<file path="src/rtl/sfr_pkg.sv">
`timescale 1ns / 1ps
// Package for the stream find-and-replace block: sizes, register indexes,
// the control and status structs of the window row, and length helpers.
// No dependencies.
package sfr_pkg;

    localparam int PATTERN_MAX     = 8;
    localparam int REPLACEMENT_MAX = 8;
    localparam int BYTE_W          = 8;
    localparam int REG_W           = 64;
    localparam int LEN_W           = 4;
    localparam int CNT_W           = $clog2(PATTERN_MAX + 1);
    localparam int WIN_IDX_W       = $clog2(PATTERN_MAX);
    localparam int REPL_IDX_W      = $clog2(REPLACEMENT_MAX);
    localparam int CFG_IDX_W       = 2;

    localparam logic [CFG_IDX_W-1:0] CFG_PATTERN_LENGTH     = 2'd0;
    localparam logic [CFG_IDX_W-1:0] CFG_PATTERN_BYTES      = 2'd1;
    localparam logic [CFG_IDX_W-1:0] CFG_REPLACEMENT_LENGTH = 2'd2;
    localparam logic [CFG_IDX_W-1:0] CFG_REPLACEMENT_BYTES  = 2'd3;

    typedef struct packed {
        logic                 load;
        logic                 shift;
        logic [WIN_IDX_W-1:0] load_idx;
        logic [CNT_W-1:0]     count;
    } t_win_ctrl;

    typedef struct packed {
        logic [BYTE_W-1:0] front_byte;
        logic              all_ok;
    } t_win_stat;

    function automatic logic [CNT_W-1:0] eff_plen(input logic [LEN_W-1:0] len);
        logic [CNT_W-1:0] res;
        if (len == '0) begin
            res = CNT_W'(1);
        end else if (len > LEN_W'(PATTERN_MAX)) begin
            res = CNT_W'(PATTERN_MAX);
        end else begin
            res = CNT_W'(len);
        end
        return res;
    endfunction

    function automatic logic [REPL_IDX_W:0] eff_rlen(input logic [LEN_W-1:0] len);
        logic [REPL_IDX_W:0] res;
        if (len > LEN_W'(REPLACEMENT_MAX)) begin
            res = (REPL_IDX_W + 1)'(REPLACEMENT_MAX);
        end else begin
            res = (REPL_IDX_W + 1)'(len);
        end
        return res;
    endfunction

endpackage

</file>
<file path="src/rtl/sfr_cell.sv">
`timescale 1ns / 1ps
// One cell of the match window: holds one byte, compares it with its
// pattern byte and takes its neighbor's byte when the window shifts.
// Depends on sfr_pkg.
module sfr_cell
    import sfr_pkg::*;
(
    input  logic              i_clk,
    input  logic              i_load,
    input  logic              i_shift,
    input  logic [BYTE_W-1:0] i_text_byte,
    input  logic [BYTE_W-1:0] i_next_byte,
    input  logic [BYTE_W-1:0] i_pat_byte,
    input  logic              i_occupied,
    output logic [BYTE_W-1:0] o_byte,
    output logic              o_ok
);

    logic [BYTE_W-1:0] r_byte;

    always_ff @(posedge i_clk) begin
        if (i_load) begin
            r_byte <= i_text_byte;
        end else if (i_shift) begin
            r_byte <= i_next_byte;
        end
    end

    assign o_byte = r_byte;
    assign o_ok   = !i_occupied || (r_byte == i_pat_byte);

endmodule

</file>
<file path="src/rtl/sfr_window.sv">
`timescale 1ns / 1ps
// Row of window cells that shifts toward the front and reports whether the
// held bytes form a prefix of the pattern.
// Depends on sfr_pkg and sfr_cell.
module sfr_window
    import sfr_pkg::*;
(
    input  logic             i_clk,
    input  t_win_ctrl        i_ctrl,
    input  logic [BYTE_W-1:0] i_text_byte,
    input  logic [REG_W-1:0] i_pattern_bytes,
    output t_win_stat        o_stat
);

    logic [BYTE_W-1:0]      cell_byte [PATTERN_MAX];
    logic [PATTERN_MAX-1:0] cell_ok;

    for (genvar g = 0; g < PATTERN_MAX; g++) begin : g_cell
        logic [BYTE_W-1:0] next_byte;

        if (g == PATTERN_MAX - 1) begin : g_tail
            assign next_byte = '0;
        end else begin : g_body
            assign next_byte = cell_byte[g+1];
        end

        sfr_cell u_cell (
            .i_clk       (i_clk),
            .i_load      (i_ctrl.load && (i_ctrl.load_idx == WIN_IDX_W'(g))),
            .i_shift     (i_ctrl.shift),
            .i_text_byte (i_text_byte),
            .i_next_byte (next_byte),
            .i_pat_byte  (i_pattern_bytes[g*BYTE_W +: BYTE_W]),
            .i_occupied  (i_ctrl.count > CNT_W'(g)),
            .o_byte      (cell_byte[g]),
            .o_ok        (cell_ok[g])
        );
    end

    assign o_stat.front_byte = cell_byte[0];
    assign o_stat.all_ok     = &cell_ok;

endmodule

</file>
<file path="src/rtl/sfr_ctrl.sv">
`timescale 1ns / 1ps
// Sequencer of the find-and-replace block: drives the window row, emits
// one byte per cycle unless the output stalls, through a one-byte hold stage,
// and owns the output register. Depends on sfr_pkg.
module sfr_ctrl
    import sfr_pkg::*;
(
    input  logic                i_clk,
    input  logic                i_rst_n,
    input  logic                i_in_valid,
    output logic                o_in_ready,
    input  logic                i_text_end,
    input  logic [CNT_W-1:0]    i_plen,
    input  logic [REPL_IDX_W:0] i_rlen,
    input  logic [REG_W-1:0]    i_repl_bytes,
    output t_win_ctrl           o_win,
    input  t_win_stat           i_win,
    output logic                o_out_valid,
    input  logic                i_out_ready,
    output logic [BYTE_W-1:0]   o_out_byte,
    output logic                o_byte_present,
    output logic                o_run_last,
    output logic                o_text_done
);

    typedef enum logic [4:0] {
        S_IDLE  = 5'b00001,
        S_SCAN  = 5'b00010,
        S_REPL  = 5'b00100,
        S_FLUSH = 5'b01000,
        S_DONE  = 5'b10000
    } t_state;

    t_state              r_state, n_state;
    logic [CNT_W-1:0]    r_count, n_count;
    logic                r_end, n_end;
    logic [REPL_IDX_W-1:0] r_ridx, n_ridx;
    logic                r_hold_valid, n_hold_valid;
    logic [BYTE_W-1:0]   r_hold_byte, n_hold_byte;
    logic                r_out_valid, n_out_valid;
    logic [BYTE_W-1:0]   r_out_byte, n_out_byte;
    logic                r_out_present, n_out_present;
    logic                r_out_last, n_out_last;
    logic                r_out_done, n_out_done;

    logic                push_ok;
    logic                hold_block;
    logic                prefix;
    logic                emit_req;
    logic [BYTE_W-1:0]   emit_byte;
    logic [WIN_IDX_W-1:0] load_idx;

    assign push_ok    = !r_out_valid || i_out_ready;
    assign hold_block = r_hold_valid && !push_ok;
    assign prefix     = (r_count <= i_plen) && i_win.all_ok;
    assign load_idx   = (r_count >= CNT_W'(PATTERN_MAX)) ?
                        WIN_IDX_W'(PATTERN_MAX - 1) : r_count[WIN_IDX_W-1:0];

    always_comb begin
        n_state       = r_state;
        n_count       = r_count;
        n_end         = r_end;
        n_ridx        = r_ridx;
        n_hold_valid  = r_hold_valid;
        n_hold_byte   = r_hold_byte;
        n_out_valid   = r_out_valid && !i_out_ready;
        n_out_byte    = r_out_byte;
        n_out_present = r_out_present;
        n_out_last    = r_out_last;
        n_out_done    = r_out_done;
        emit_req      = 1'b0;
        emit_byte     = i_win.front_byte;
        o_in_ready    = 1'b0;
        o_win.load     = 1'b0;
        o_win.shift    = 1'b0;
        o_win.load_idx = load_idx;
        o_win.count    = r_count;

        case (r_state)
            S_IDLE: begin
                o_in_ready = 1'b1;
                if (i_in_valid) begin
                    o_win.load = 1'b1;
                    n_count    = CNT_W'(load_idx) + CNT_W'(1);
                    n_end      = i_text_end;
                    n_state    = S_SCAN;
                end
            end
            S_SCAN: begin
                if ((r_count != '0) && !prefix) begin
                    emit_req = 1'b1;
                    if (!hold_block) begin
                        o_win.shift = 1'b1;
                        n_count     = r_count - CNT_W'(1);
                    end
                end else if (r_count == i_plen) begin
                    n_count = '0;
                    n_ridx  = '0;
                    n_state = (i_rlen != '0) ? S_REPL : S_DONE;
                end else begin
                    n_state = r_end ? S_FLUSH : S_DONE;
                end
            end
            S_REPL: begin
                emit_req  = 1'b1;
                emit_byte = i_repl_bytes[{r_ridx, 3'b000} +: BYTE_W];
                if (!hold_block) begin
                    n_ridx = r_ridx + REPL_IDX_W'(1);
                    if (({1'b0, r_ridx} + (REPL_IDX_W + 1)'(1)) == i_rlen) begin
                        n_state = S_DONE;
                    end
                end
            end
            S_FLUSH: begin
                if (r_count != '0) begin
                    emit_req = 1'b1;
                    if (!hold_block) begin
                        o_win.shift = 1'b1;
                        n_count     = r_count - CNT_W'(1);
                    end
                end else begin
                    n_state = S_DONE;
                end
            end
            S_DONE: begin
                if (r_hold_valid || r_end) begin
                    if (push_ok) begin
                        n_out_valid   = 1'b1;
                        n_out_byte    = r_hold_valid ? r_hold_byte : '0;
                        n_out_present = r_hold_valid;
                        n_out_last    = 1'b1;
                        n_out_done    = r_end;
                        n_hold_valid  = 1'b0;
                        n_state       = S_IDLE;
                    end
                end else begin
                    n_state = S_IDLE;
                end
            end
            default: begin
                n_state = S_IDLE;
            end
        endcase

        if (emit_req && !hold_block) begin
            if (r_hold_valid) begin
                n_out_valid   = 1'b1;
                n_out_byte    = r_hold_byte;
                n_out_present = 1'b1;
                n_out_last    = 1'b0;
                n_out_done    = 1'b0;
            end
            n_hold_valid = 1'b1;
            n_hold_byte  = emit_byte;
        end
    end

    always_ff @(posedge i_clk) begin
        if (!i_rst_n) begin
            r_state      <= S_IDLE;
            r_count      <= '0;
            r_end        <= 1'b0;
            r_ridx       <= '0;
            r_hold_valid <= 1'b0;
            r_out_valid  <= 1'b0;
        end else begin
            r_state      <= n_state;
            r_count      <= n_count;
            r_end        <= n_end;
            r_ridx       <= n_ridx;
            r_hold_valid <= n_hold_valid;
            r_out_valid  <= n_out_valid;
        end
    end

    always_ff @(posedge i_clk) begin
        r_hold_byte   <= n_hold_byte;
        r_out_byte    <= n_out_byte;
        r_out_present <= n_out_present;
        r_out_last    <= n_out_last;
        r_out_done    <= n_out_done;
    end

    assign o_out_valid    = r_out_valid;
    assign o_out_byte     = r_out_byte;
    assign o_byte_present = r_out_present;
    assign o_run_last     = r_out_last;
    assign o_text_done    = r_out_done;

endmodule

</file>
<file path="src/rtl/stream_find_replace_top.sv">
`timescale 1ns / 1ps
// Top level of the stream find-and-replace block: configuration registers,
// the window row and the sequencer.
// Depends on sfr_pkg, sfr_window and sfr_ctrl.
//
// The block rewrites a byte stream, replacing every leftmost, non-overlapping
// occurrence of a pattern of 1 to 8 bytes with a replacement of 0 to 8 bytes.
// One text byte is taken at a time; an end-of-text byte that ends without a
// match flushes the window. The sequencer emits one result per cycle, unless
// output backpressure stalls it, from the front of the cell row or from the
// replacement register. A finished result waits in the output register while
// the next byte is taken. A result with byte_present low is an end marker for
// a final text byte that produced no bytes. Configuration must be written
// only while idle; the block itself does not enforce this.
module stream_find_replace_top
    import sfr_pkg::*;
(
    input  logic                 i_clk,
    input  logic                 i_rst_n,
    input  logic                 i_cfg_we,
    input  logic [CFG_IDX_W-1:0] i_cfg_index,
    input  logic [REG_W-1:0]     i_cfg_data,
    input  logic                 i_in_valid,
    output logic                 o_in_ready,
    input  logic [BYTE_W-1:0]    i_text_byte,
    input  logic                 i_text_end,
    output logic                 o_out_valid,
    input  logic                 i_out_ready,
    output logic [BYTE_W-1:0]    o_out_byte,
    output logic                 o_byte_present,
    output logic                 o_run_last,
    output logic                 o_text_done
);

    logic [LEN_W-1:0] r_pattern_length;
    logic [REG_W-1:0] r_pattern_bytes;
    logic [LEN_W-1:0] r_replacement_length;
    logic [REG_W-1:0] r_replacement_bytes;

    t_win_ctrl win_ctrl;
    t_win_stat win_stat;

    always_ff @(posedge i_clk) begin
        if (!i_rst_n) begin
            r_pattern_length     <= LEN_W'(1);
            r_pattern_bytes      <= '0;
            r_replacement_length <= '0;
            r_replacement_bytes  <= '0;
        end else if (i_cfg_we) begin
            case (i_cfg_index)
                CFG_PATTERN_LENGTH:     r_pattern_length     <= i_cfg_data[LEN_W-1:0];
                CFG_PATTERN_BYTES:      r_pattern_bytes      <= i_cfg_data;
                CFG_REPLACEMENT_LENGTH: r_replacement_length <= i_cfg_data[LEN_W-1:0];
                CFG_REPLACEMENT_BYTES:  r_replacement_bytes  <= i_cfg_data;
                default: begin
                end
            endcase
        end
    end

    sfr_window u_window (
        .i_clk           (i_clk),
        .i_ctrl          (win_ctrl),
        .i_text_byte     (i_text_byte),
        .i_pattern_bytes (r_pattern_bytes),
        .o_stat          (win_stat)
    );

    sfr_ctrl u_ctrl (
        .i_clk          (i_clk),
        .i_rst_n        (i_rst_n),
        .i_in_valid     (i_in_valid),
        .o_in_ready     (o_in_ready),
        .i_text_end     (i_text_end),
        .i_plen         (eff_plen(r_pattern_length)),
        .i_rlen         (eff_rlen(r_replacement_length)),
        .i_repl_bytes   (r_replacement_bytes),
        .o_win          (win_ctrl),
        .i_win          (win_stat),
        .o_out_valid    (o_out_valid),
        .i_out_ready    (i_out_ready),
        .o_out_byte     (o_out_byte),
        .o_byte_present (o_byte_present),
        .o_run_last     (o_run_last),
        .o_text_done    (o_text_done)
    );

endmodule

</file>
<file path="config.mk">
export PLATFORM = sky130hd
export DESIGN_NAME = stream_find_replace_top
export DESIGN_NICKNAME = d
export VERILOG_FILES = /design/src/rtl/sfr_pkg.sv /design/src/rtl/sfr_cell.sv /design/src/rtl/sfr_window.sv /design/src/rtl/sfr_ctrl.sv /design/src/rtl/stream_find_replace_top.sv
export SDC_FILE = /design/constraint.sdc
export NUM_CORES = 1
export LEC_CHECK = 0
export ABC_AREA = 1
export ABC_CLOCK_PERIOD_IN_PS = 3900
export BUFFER_PORTS_ARGS = -buffer_cell sky130_fd_sc_hd__buf_4
export CAP_MARGIN = 20
export CORE_UTILIZATION = 55
export CTS_CLUSTER_DIAMETER = 150
export DETAILED_ROUTE_END_ITERATION = 8
export PLACE_DENSITY = 0.75
export SYNTH_ARGS = -nofsm -noshare
export SYNTH_HDL_FRONTEND = slang
export SYNTH_SLANG_ARGS = --single-unit
</file>
<file path="constraint.sdc">
create_clock -name i_clk -period 3.9 [get_ports i_clk]
set_input_delay 0.195 -clock i_clk [delete_from_list [all_inputs] [get_ports i_clk]]
set_output_delay 0.195 -clock i_clk [all_outputs]
set_load 0.01 [all_outputs]
</file>
* Yosys cells after proc, flatten, opt, wreduce, memory -nomap -nowiden
Index checks and enable logic that the tools add are counted.
** Storage, ports and cells
- Bits of input ports :: 80
- Register bits :: 234
- Output and inout port bits :: 13
** Operators by class
- Equal/unequal tests :: 34
- Reduce and logical (&&, ||, !) cells :: 64
- Magnitude comparators :: 12
- Muxes and demuxes :: 82
- $add $sub $neg :: 4
- Shifts and indexed selects :: 1
** Operator list (count)
- 2-to-1 mux 8 bit :: 23
- equality test 8 bit :: 8
- variable part select 64 x 7 -> 8 bit :: 1
- 2-to-1 mux 5 bit :: 10
- 2-to-1 mux 1 bit :: 32
- 2-to-1 mux 4 bit :: 8
- one-hot mux 5 bit (5 select lines) :: 1
- nonzero test 2 bit :: 12
- greater-than comparator 4 x 3 -> 1 bit, second input constant :: 4
- logical AND 1 bit :: 13
- zero test 1 bit :: 13
- equality test 3 bit, second input constant :: 4
- 2-to-1 mux 3 bit :: 4
- one-hot mux 4 bit (3 select lines) :: 1
- logical OR 1 bit :: 10
- AND reduction 2 bit :: 5
- adder 3 x 1 -> 4 bit, second input constant :: 2
- equality test 4 bit :: 2
- greater-than comparator 4 x 1 -> 1 bit, second input constant :: 2
- greater-than comparator 4 x 2 -> 1 bit, second input constant :: 2
- greater-than comparator 4 bit, second input constant :: 2
- inequality test 2 bit, second input constant :: 4
- AND reduction 4 bit :: 2
- AND reduction 8 bit :: 1
- 26 further kinds :: 31

* Logic depth before layout (Yosys ltp)
Gate-level depths: netlist (run 1).
- Word-level depth :: 12
- Depth in mapped cells :: 17
- Gate-level depth less buffers :: 17

* Cells and area by module
A second synthesis (run 1) with hierarchy kept.
** Second synthesis, totals
- Cell total of the unflattened synthesis :: 1869
- Area, all modules :: 12364.4 um2
** Modules (own cells, without submodules)
- stream_find_replace_top :: cells an instance 878, instances 1, sequential area each 2722.6 um2, area an instance 5627.9 um2
- sfr_cell :: cells an instance 67, instances 8, sequential area each 240.2 um2, area an instance 485.5 um2
- sfr_ctrl :: cells an instance 412, instances 1, sequential area each 760.7 um2, area an instance 2685.1 um2
- sfr_window :: cells an instance 43, instances 1, sequential area each 0.0 um2, area an instance 167.7 um2

* Worst setup path after synthesis (run 1)
OpenSTA, ideal clock, no wires.
- Kind :: reg2reg
- Start point :: register r_pattern_length[0]
- End point :: register u_ctrl.r_hold_byte[0], enable pin
- Path slack :: 1.461 ns
- Stages on the path, launching flop included :: 14
- Arrival time :: 2.062 ns
- Period minus slack after synthesis :: 2.439 ns
- Cell sequence :: dfxtp_1 nor3_1 o21ai_0 ha_1 inv_1 o21bai_1 nand2_1 a21oi_1 nor2_1 nand2_1 nor2_1 nand2_2 nand3_4 a21oi_1
** On the way
- Cells in the longest elaborated chain, start to end :: 10
- Elaborated cells on any way between the ends :: 11
- Classes of those cells :: order compare (2); mux (4); reduce/logical (5)
** Ends and longest elaborated chain
- start, declared :: line stream_find_replace_top.sv:35 : logic [LEN_W-1:0] r_pattern_length;
- start signal, assigned :: line stream_find_replace_top.sv:51 : CFG_PATTERN_LENGTH: r_pattern_length <= i_cfg_data[LEN_W-1:0];
- greater-than comparator 4 bit :: line sfr_pkg.sv:38 : end else if (len > LEN_W'(PATTERN_MAX)) begin
- 2-to-1 mux 4 bit :: line sfr_pkg.sv:38
- 2-to-1 mux 4 bit * :: line sfr_pkg.sv:36 : if (len == '0) begin
- <= comparator 4 bit * :: line sfr_ctrl.sv:55 : assign prefix = (r_count <= i_plen) && i_win.all_ok;
- logical AND 1 bit * :: line sfr_ctrl.sv:55
- zero test 1 bit * :: line sfr_ctrl.sv:90 : if ((r_count != '0) && !prefix) begin
- logical AND 1 bit * :: line sfr_ctrl.sv:90
- 2-to-1 mux 1 bit * :: line sfr_ctrl.sv:90
- one-hot mux 1 bit (3 select lines) * :: line sfr_ctrl.sv:79 : case (r_state)
- logical AND 1 bit * :: line sfr_ctrl.sv:145 : if (emit_req && !hold_block) begin
- end signal, assigned :: line sfr_ctrl.sv:177 : r_hold_byte <= n_hold_byte;
- end, declared :: line sfr_ctrl.sv:39 : logic [BYTE_W-1:0] r_hold_byte, n_hold_byte;
Every way passes the cells marked *; elsewhere a longest branch is shown, timed or not.
A chain may end at the register's enable or synchronous reset.

* Worst setup path after layout (run 1)
- Start point :: register r_pattern_length[0]
- End point :: register u_window.g_cell[7].u_cell.r_byte[7], enable pin
** On the way
- Cells in the longest elaborated chain, start to end :: 10
- Elaborated cells on any way between the ends :: 11
- Classes of those cells :: order compare (2); mux (4); reduce/logical (5)
** Ends and longest elaborated chain
- greater-than comparator 4 bit :: line sfr_pkg.sv:38
- 2-to-1 mux 4 bit :: line sfr_pkg.sv:38
- 2-to-1 mux 4 bit * :: line sfr_pkg.sv:36
- <= comparator 4 bit * :: line sfr_ctrl.sv:55
- logical AND 1 bit * :: line sfr_ctrl.sv:55
- zero test 1 bit * :: line sfr_ctrl.sv:90
- logical AND 1 bit * :: line sfr_ctrl.sv:90
- 2-to-1 mux 1 bit * :: line sfr_ctrl.sv:90
- one-hot mux 1 bit (2 select lines) * :: line sfr_ctrl.sv:79
- nonzero test 2 bit (no line) *
- end signal, assigned :: line sfr_cell.sv:23 : r_byte <= i_text_byte;
- end signal, assigned :: line sfr_cell.sv:25 : r_byte <= i_next_byte;
- end, declared :: line sfr_cell.sv:19 : logic [BYTE_W-1:0] r_byte;
Marks and branches as above.

==> results of run 1 <==
-- cells by family after synthesis --
family / after synthesis / synth area share [%]
adders and majority gates: 13 / 1.48
DFF: 234 / 49.3
AOI/OAI and AO/OA: 400 / 18.9
buffers and inverters: 215 / 7.68
xor gates and xnor gates: 56 / 4.47
and+or+nand+nor: 477 / 18.1
-- registers in the layout, indices dropped and copies added, names as in the netlist --
| register | cells |
|---|---|
| r_replacement_bytes | 64 |
| u_ctrl.o_out_byte | 8 |
| u_ctrl.o_byte_present | 1 |
| r_pattern_bytes | 64 |
| u_ctrl.r_hold_valid | 1 |
| u_ctrl.o_out_valid | 1 |
| r_pattern_length | 4 |
| u_ctrl.r_count | 4 |
| u_ctrl.r_ridx | 3 |
| u_ctrl.o_text_done | 1 |
| u_ctrl.r_state | 5 |
| u_ctrl.r_hold_byte | 8 |
| u_ctrl.r_end | 1 |
| u_ctrl.o_run_last | 1 |
| r_replacement_length | 4 |
| u_window.g_cell.u_cell.o_byte | 64 |
-- placed cells by master (no fill, tap or decap), types with 2 or more instances in the layout --
master and n:
a21oi_1 135, a21oi_2 3, a21boi_0 6, xnor2_1 48, inv_2 7, nand2_1 253
o21ai_0 233, buf_4 97, clkinv_2 3, clkbuf_1 5, nor2_1 161, nand4_1 8
a21boi_1 2, nand3_4 2, dfxtp_1 162, nor4_4 2, xor2_1 8, clkinvlp_2 2
nor3_1 3, o21ai_1 9, clkbuf_16 28, nand2_2 5, nor2_2 2, nand3_1 35
clkinv_1 2, o211ai_1 10, edfxtp_1 72, ha_1 13, dlygate4sd3_1 64, nor2_4 4
inv_1 142
-- worst max-delay path, cell delays in order (launching register included) --
cell and delay (ns):
dfxtp_1 0.32, nor3_1 0.21, o21ai_0 0.12, ha_1 0.31
nand2_1 0.09, nor2_4 0.16, a21oi_1 0.06, nor2_1 0.10
nand2_1 0.05, nor2_1 0.14, nand2_2 0.14, nand3_4 0.14
nand2_1 0.07, nand2_1 0.37, nand2_1 0.35
-- final cells by class --
type / instances / area (um^2) / area share, %
inverters: 149 / 559 / 4.23
multi-input cells: 946 / 4730 / 35.7
repair buffers: 162 / 1390 / 10.5
clock inverters: 10 / 78.8 / 0.596
clock buffers: 35 / 741 / 5.60
flip-flops and latches: 234 / 5410 / 40.8
well taps: 265 / 332 / 2.51
-- timing repair --
item | CTS | global route
hold buffers | 64 | 0
resized for setup | 0 | 0
endpoints found under the hold margin | 106 | 0
-- per-stage QoR --
step	setup slack, ns	instance area [um^2]
floorplan	1.46	11000
global placement	1.14	11800
detailed placement	0.996	11800
CTS	0.972	13200
global route	0.705	13200
finish	0.945	13200
-- worst paths after layout --
path / slack [ns] / to / start
worst max-delay path: 0.95 / u_window.g_cell[7].u_cell.o_byte[7] / r_pattern_length[0]
worst min-delay path: 0.01 / r_pattern_bytes[29] / i_cfg_data[29]
worst max register to register: 0.95 / u_window.g_cell[7].u_cell.o_byte[7] / r_pattern_length[0]
worst min register to register: 0.44 / r_replacement_bytes[63] / r_replacement_bytes[63]
-- layer usage --
layer	up-vias	wire length [um]
li1	4812	-
met1	4506	12500
met2	361	13900
met3	85	1850
met4	0	1100
met5	-	0
-- power by group through the flow --
stage / Combinational [uW] / Clock (uW) / Sequential, uW
2_1_floorplan: 1160 / 0 / 3050
3_3_place_gp: 1540 / 0 / 3080
3_5_place_dp: 1580 / 0 / 3090
4_1_cts: 1660 / 2370 / 3040
5_1_grt: 1890 / 2460 / 3070
6_report: 1670 / 2350 / 3040
==> metrics.cfg, run 1 <==
[global_route]
grt_max_degree=119
grt_usage_pct=29.6
globalRouteMet1Util_pct=37.5
grt_busiest_layer=met2
grt_pass1_vias=9447
gr-usage-met3_pct=3.96
antenna_found_initial=0
overflow=0
grtUsageMet2_pct=50.5
grt_pass1_wl_um=47000

[power]
combPwrFrac_pct=23.6
p_leak_uw=0.00548
swShare_pct=31.1
pwr-share-seq_pct=43.1
power.net_switching_uw=2190
power_uw=7060
p_clk_share_pct=33.3
p_per_area_mw_per_mm2=534
vdd_drop_max_mv=0.378
power.internal_uw=4870

[detailed_routing]
post_drt_wl_per_cell_um=16.3
vias=9764
via_per_inst=5.42
drc=0
firstDrtPassIters=5
drtIter0Drc=820
wl_um=29400
ant_nets=0

[yosys]
synthCells=1395
synthTopCellsByCount=253 x nand2_1, 233 x o21ai_0, 162 x dfxtp_1, 162 x nor2_1, 142 x inv_1
async_flop_share_pct=0
synth_area_mm2=0.0110
yosysTopAreaCellShare_pct=29.6
yosysSeqAreaShare_pct=49.3
yosysUniqueCellTypes=33
syn_nets=1488
synth.area.top_cells=dfxtp_1 30%, edfxtp_1 20%, o21ai_0 11%
yosysWarningCount=0
synth-edff-count=72
ys_ff_latch=234
ys.flop_type=dfxtp_1
synth_top_area_cell=dfxtp_1
synth_most_common_cell=nand2_1
postSynthAreaPerCell_um2=7.86

[cells_and_area]
finalNonFillerCells=1801
areaGrowthSynthToFinish_pct=20.7
layout-drive-gt1-share_pct=10.7
fillers=1635
fin_nets=1611
antenna-diode-count=0
fin_util_pct=67.8

[cts]
clock_latency_ns=0.52
numClockSinks=234
clock_tree.root_cell=clkbuf_16
path_clk_slew_ns=0.06
h-tree-depth=1
tritoncts=built
cts_setup_buffers=0
numCtsBuffers=25
clockBufferDepth=3

[sta]
max_slew_margin_pct=30.4
skew_ns=0.0156
setup_viol=0
holdWs_ns=0.0139
clock.fmax_mhz=338
rsz0062_at_grt=no
slew_viol_final=0
fin_crit_ns=2.95
fin_setup_tns_ns=0
worstMarginPinSlew_ns=1.04
fin_crit_sh_pct=75.8
hold_violations=0

[flow_run]
maxCapViolCount=0

[worst_hold_path]
worstHoldPathCells=3
hold_class=in2reg

[setup_path]
worstPathArrival_ns=3.14
cp.required_ns=4.09
path_max_fanout=9
endpoint_kind=flop
path_class=reg2reg
crit_path_start_kind=flop
ff2ff_path_depth=14

[floorplanning]
start_util_pct=56.1
die_w_um=143
core_mm2=0.0195
rows=51
die-area_mm2=0.0205
io_pins=93
die_h_um=143

[placed_design]
io_buffer_count=92
dp.final_hpwl_um=19600
placed_cells=1692
place.gp.congestion=0.896

[outcome]
status=finished, final reports clean

Power figures use the tool's default switching activity.
==> run 2, diff against run 1 <==
--- a/config.mk
+++ b/config.mk
@@ -6,7 +6,7 @@
 export NUM_CORES = 1
 export LEC_CHECK = 0
 export ABC_AREA = 1
-export ABC_CLOCK_PERIOD_IN_PS = 3900
+export ABC_CLOCK_PERIOD_IN_PS = 3100
 export BUFFER_PORTS_ARGS = -buffer_cell sky130_fd_sc_hd__buf_4
 export CAP_MARGIN = 20
 export CORE_UTILIZATION = 55
==> constraint.sdc (replaced) <==
create_clock -name i_clk -period 3.1 [get_ports i_clk]
set_input_delay 0.155 -clock i_clk [delete_from_list [all_inputs] [get_ports i_clk]]
set_output_delay 0.155 -clock i_clk [all_outputs]
set_load 0.01 [all_outputs]
==> metrics.cfg, run 2 (same netlist as run 1, synthesis figures left out) <==
[outcome]
status=finished, final reports clean

[setup_path]
path_max_fanout=9  ; unchanged
crit_path_start_kind=flop
cp.required_ns=3.29  ; -0.80 ns
cp-startpoint=r_pattern_length[0]
cp_cell_sequence=nor3_1, o21ai_0, ha_1, nand2_1, nor2_4, a21oi_1, nor2_1, nand2_1, nor2_1, nand2_2, nand3_4, nand2_1, nand2_2, nand2_1
crit_slowest_cell=dfxtp_1
path_class=reg2reg
endpoint_kind=flop
max_stage_delay_ns=0.32  ; -0.05 ns
worstPathArrival_ns=2.98  ; -0.16 ns
r2r_start=r_pattern_length[0]
cp_common_cell=nand2_1

[cts]
tritoncts=built
clock_tree.root_cell=clkbuf_16
numCtsBuffers=25  ; unchanged
h-tree-depth=1  ; unchanged
clockBufferDepth=3  ; unchanged
clock_latency_ns=0.52  ; about the same
numClockSinks=234  ; unchanged
path_clk_slew_ns=0.06  ; about the same

[global_route]
grt_usage_pct=29.4  ; -0.16 points
grt_pass1_vias=9122  ; -3.4%
grt_max_degree=86  ; -28%
antenna_found_initial=0  ; unchanged
grt_pass1_wl_um=46500  ; -1.0%
overflow=0  ; unchanged

[power]
power.net_switching_uw=2770  ; +26%
power.internal_uw=6070  ; +25%
p_clk_share_pct=32.7  ; -0.6 points
vdd_drop_max_mv=0.488  ; +29%
swShare_pct=31.4  ; +0.30 points
combPwrFrac_pct=24.0  ; +0.4 points
pwr-share-seq_pct=43.2  ; about the same
p_per_area_mw_per_mm2=665  ; +25%
power_uw=8840  ; +25%
p_leak_uw=0.00554  ; +1.1%

[floorplanning]
rows=51  ; unchanged
die_w_um=143  ; unchanged
die-area_mm2=0.0205  ; unchanged
core_mm2=0.0195  ; unchanged
start_util_pct=56.1  ; unchanged
die_h_um=143  ; unchanged
io_pins=93  ; unchanged

[sta]
fin_crit_ns=2.78  ; -0.172 ns
clock.fmax_mhz=359  ; +6.2%
worstMarginPinSlew_ns=0.744  ; -0.299 ns
holdWs_ns=0.0223  ; +0.00843 ns
max_slew_margin_pct=50.4  ; +20 points
fin_setup_tns_ns=0  ; unchanged
fin_crit_sh_pct=89.8  ; +14 points
skew_ns=0.0113  ; -0.00436 ns
rsz0062_at_grt=no
slew_viol_final=0  ; unchanged
hold_violations=0  ; unchanged
setup_viol=0  ; unchanged

[cells_and_area]
fillers=1622  ; -0.80%
mostFrequentLayoutCells=252 x nand2_1, 233 x o21ai_0, 162 x dfxtp_1
fin_nets=1622  ; +0.68%
final_common_cell=nand2_1
areaGrowthSynthToFinish_pct=21.3
fin_util_pct=68.1  ; +0.32 points
layout-drive-gt1-share_pct=11.4  ; +0.76 points
finalNonFillerCells=1812  ; +0.61%
antenna-diode-count=0  ; unchanged

[detailed_routing]
via_per_inst=5.41  ; -0.26%
drtIter0Drc=855  ; +4.3%
firstDrtPassIters=5  ; unchanged
post_drt_wl_per_cell_um=16.4  ; +0.21%
drc=0  ; unchanged
ant_nets=0  ; unchanged
vias=9798  ; +0.35%
wl_um=29600  ; +0.82%

[placed_design]
placed_cells=1701  ; +0.53%
io_buffer_count=92  ; unchanged
place.gp.congestion=0.900  ; +0.40%
dp.final_hpwl_um=19800  ; +0.83%

[worst_hold_path]
hold_class=in2reg
min_from=i_in_valid

[flow_run]
maxCapViolCount=0  ; unchanged

==> run 2: path summary, 6_finish.rpt <==
path,to,depth (start not counted),slack (ns)
max,u_window.g_cell[7].u_cell.o_byte[3],14,0.32
min,u_ctrl.r_state[0],4,0.02
max reg2reg,u_window.g_cell[7].u_cell.o_byte[3],14,0.32
min reg2reg,r_replacement_bytes[7],2,0.44
==> run 2: worst max-delay path, delay by kind of cell (launching register included) <==
kind                     cells  cell delay, ns
AO/OA/AOI/OAI                2            0.18
adder cells (fa/ha/maj)      1            0.30
AND/OR/NAND/NOR             11            1.64
flip-flops                   1            0.32
==> run 2: routing by layer <==
metal	up-vias	global-route usage [%]	routed length, um
met1	4512	37.3	12400
met3	66	3.82	1880
li1	4840	-	-
met4	0	9.85	875
met2	380	51.5	14500
met5	-	0	0
==> run 2: final cells by class <==
| class | instances | area [um^2] | share of cell area (%) |
|---|---|---|---|
| Clock buffer | 33 | 706 | 5.31 |
| Timing Repair Buffer | 173 | 1480 | 11.1 |
| Sequential cell | 234 | 5410 | 40.7 |
| Multi-Input combinational cell | 946 | 4730 | 35.6 |
| Inverter | 149 | 559 | 4.21 |
| Tap cell | 265 | 332 | 2.49 |
| Clock inverter | 12 | 86.3 | 0.649 |
==> run 2: what timing repair did <==
action / 4_1_cts / 5_1_grt
setup buffers: 0 / 0
resized for setup: 0 / 1
hold buffers: 66 / 0
setup endpoints to repair: 0 / 64
hold endpoints to repair: 130 / 0
==> run 2: through the flow <==
stage	instance area (um^2)	setup WS, ns
after floorplan	11000	0.661
after global placement	11800	0.339
after detailed placement	11800	0.171
after CTS	13300	0.170
after global routing	13300	0.124
final	13300	0.317
==> run 2: power groups by stage <==
stage          Combinational, uW  Sequential [uW]  Clock, uW
2_1_floorplan               1460             3830          0
5_1_grt                     2370             3850       3020
4_1_cts                     2100             3820       2920
6_report                    2130             3820       2890
3_5_place_dp                2000             3880          0
3_3_place_gp                1950             3880          0
==> run 3, diff against run 2 <==
--- a/config.mk
+++ b/config.mk
@@ -12,7 +12,7 @@
 export CORE_UTILIZATION = 55
 export CTS_CLUSTER_DIAMETER = 150
 export DETAILED_ROUTE_END_ITERATION = 8
-export PLACE_DENSITY = 0.75
+export PLACE_DENSITY = 0.76
 export SYNTH_ARGS = -nofsm -noshare
 export SYNTH_HDL_FRONTEND = slang
 export SYNTH_SLANG_ARGS = --single-unit
==> metrics.cfg, run 3 (same netlist as run 1, synthesis figures left out) <==
[cells_and_area]
fin_area_mm2=0.0134  ; +0.95%
fin_nets=1623  ; +0.062%
layout-drive-gt1-share_pct=11.4  ; -0.079 points
antenna-diode-count=0  ; unchanged
areaGrowthSynthToFinish_pct=22.5
fin_util_pct=68.7  ; +0.65 points
mostFrequentLayoutCells=252 x nand2_1, 233 x o21ai_0, 162 x dfxtp_1
finalNonFillerCells=1814  ; +0.11%
fillers=1536  ; -5.3%
final_common_cell=nand2_1

[sta]
holdWs_ns=0.0749  ; +0.0526 ns
skew_ns=0.00850  ; -0.00276 ns
worstMarginPinSlew_ns=0.721  ; -0.0227 ns
fin_crit_ns=2.76  ; -0.0267 ns
fin_crit_sh_pct=88.9  ; -0.86 points
max_slew_margin_pct=51.9  ; +1.5 points
clock.fmax_mhz=363  ; +0.97%
fin_setup_tns_ns=0  ; unchanged
hold_violations=0  ; unchanged
slew_viol_final=0  ; unchanged
rsz0062_at_grt=no
setup_viol=0  ; unchanged

[floorplanning]
io_pins=93  ; unchanged
die_h_um=143  ; unchanged
start_util_pct=56.1  ; unchanged
die_w_um=143  ; unchanged
core_mm2=0.0195  ; unchanged
die-area_mm2=0.0205  ; unchanged
rows=51  ; unchanged

[detailed_routing]
drc=0  ; unchanged
vias=9840  ; +0.43%
wl_um=29300  ; -1.2%
drtIter0Drc=941  ; +10%
via_per_inst=5.42  ; +0.32%
firstDrtPassIters=5  ; unchanged
ant_nets=0  ; unchanged
post_drt_wl_per_cell_um=16.1  ; -1.3%

[power]
p_leak_uw=0.00558  ; +0.71%
p_per_area_mw_per_mm2=687  ; +3.4%
vdd_drop_max_mv=0.513  ; +5.1%

[placed_design]
io_buffer_count=92  ; unchanged
place.gp.congestion=0.899  ; -0.12%
postPlaceCellArea_mm2=0.0118  ; unchanged
placed_cells=1701  ; unchanged
dp.final_hpwl_um=19800  ; about the same

[outcome]
status=finished, final reports clean

[setup_path]
cp_common_cell=nand2_1
crit_slowest_cell=dfxtp_1
path_class=reg2reg
cp_cell_sequence=nor3_1, o21ai_0, ha_1, nand2_1, nor2_4, a21oi_1, nor2_1, nand2_1, nor2_1, nand2_2, nand3_4, nand2_1, nand2_2, nand2_1
endpoint_kind=flop
path_max_fanout=9  ; unchanged
crit_path_start_kind=flop
r2r_end=u_window.g_cell[5].u_cell.o_byte[4]
ff2ff_path_depth=14  ; unchanged
regToRegSetupSlack_ns=0.34  ; +0.03 ns
cp.required_ns=3.30  ; about the same
r2r_start=r_pattern_length[0]
max_stage_delay_ns=0.32  ; about the same
worstPathArrival_ns=2.96  ; -0.02 ns

[worst_hold_path]
min_from=i_cfg_we
worstHoldPathCells=3  ; -1
hold_class=in2reg
min_to=r_pattern_length[3]

[global_route]
grt_pass1_wl_um=46700  ; +0.46%
overflow=0  ; unchanged
grt_max_degree=87  ; +1.2%
grt_pass1_vias=9292  ; +1.9%
grt_usage_pct=29.3  ; -0.13 points
antenna_found_initial=0  ; unchanged

[cts]
clockBufferDepth=3  ; unchanged
clock_tree.root_cell=clkbuf_16
path_clk_slew_ns=0.06  ; about the same
tritoncts=built
h-tree-depth=1  ; unchanged
cts_setup_buffers=0  ; unchanged
clock_latency_ns=0.53  ; about the same
numClockSinks=234  ; unchanged
numCtsBuffers=25  ; unchanged

[flow_run]
maxCapViolCount=0  ; unchanged

==> run 3: worst max path at each step <==
stage	start	to	slack [ns]	cells after the start
after detailed placement	r_pattern_length[0]	u_window.g_cell[5].u_cell.o_byte[5]	0.22	14
final	r_pattern_length[0]	u_window.g_cell[5].u_cell.o_byte[4]	0.34	14
after CTS	r_pattern_length[0]	u_window.g_cell[5].u_cell.o_byte[4]	0.21	14
after global placement	r_pattern_length[0]	u_window.g_cell[6].u_cell.o_byte[2]	0.34	14
after global routing	r_pattern_length[0]	u_window.g_cell[5].u_cell.o_byte[4]	0.06	14
after floorplan	r_pattern_length[0]	u_ctrl.r_hold_byte[0]	0.66	13
==> run 3: metal layers <==
metal	vias to the layer above	track usage (%)	wire, um
met1	4528	37.7	12500
met2	390	49.8	13900
li1	4839	-	-
met3	83	4.02	1790
met5	-	0	0
met4	0	11.1	1080
==> run 3: report_power, final <==
group / switching, uW / total, uW / internal, uW
registers: 236 / 3830 / 3590
clock network: 1270 / 3290 / 2020
logic: 1310 / 2110 / 801
==> run 3: area by class of cell <==
type | count | area (um^2) | share of cell area, %
inverters | 149 | 559 | 4.17
repair buffers | 174 | 1490 | 11.1
multi-input cells | 946 | 4730 | 35.2
clock inverters | 16 | 254 | 1.89
flip-flops and latches | 234 | 5410 | 40.3
clock buffers | 30 | 654 | 4.88
well taps | 265 | 332 | 2.47
==> run 3: metrics by stage <==
stage / setup slack, ns / power (uW)
2_1_floorplan: 0.661 / 5290
4_1_cts: 0.213 / 9220
5_1_grt: 0.0623 / 9680
3_3_place_gp: 0.338 / 5830
3_5_place_dp: 0.221 / 5880
6_report: 0.344 / 9230
==> run 3: worst max-delay path: cells and delay by family (launching register included) <==
kind | cells | cell delay, ns
compound gates | 2 | 0.18
fa+ha+maj | 1 | 0.30
flops | 1 | 0.32
simple gates | 11 | 1.61
==> run 3: timing repair <==
action	in CTS	in global routing
endpoints found under the hold margin	134	0
setup endpoints to repair	0	64
hold buffers	67	0
gates resized for setup	0	1
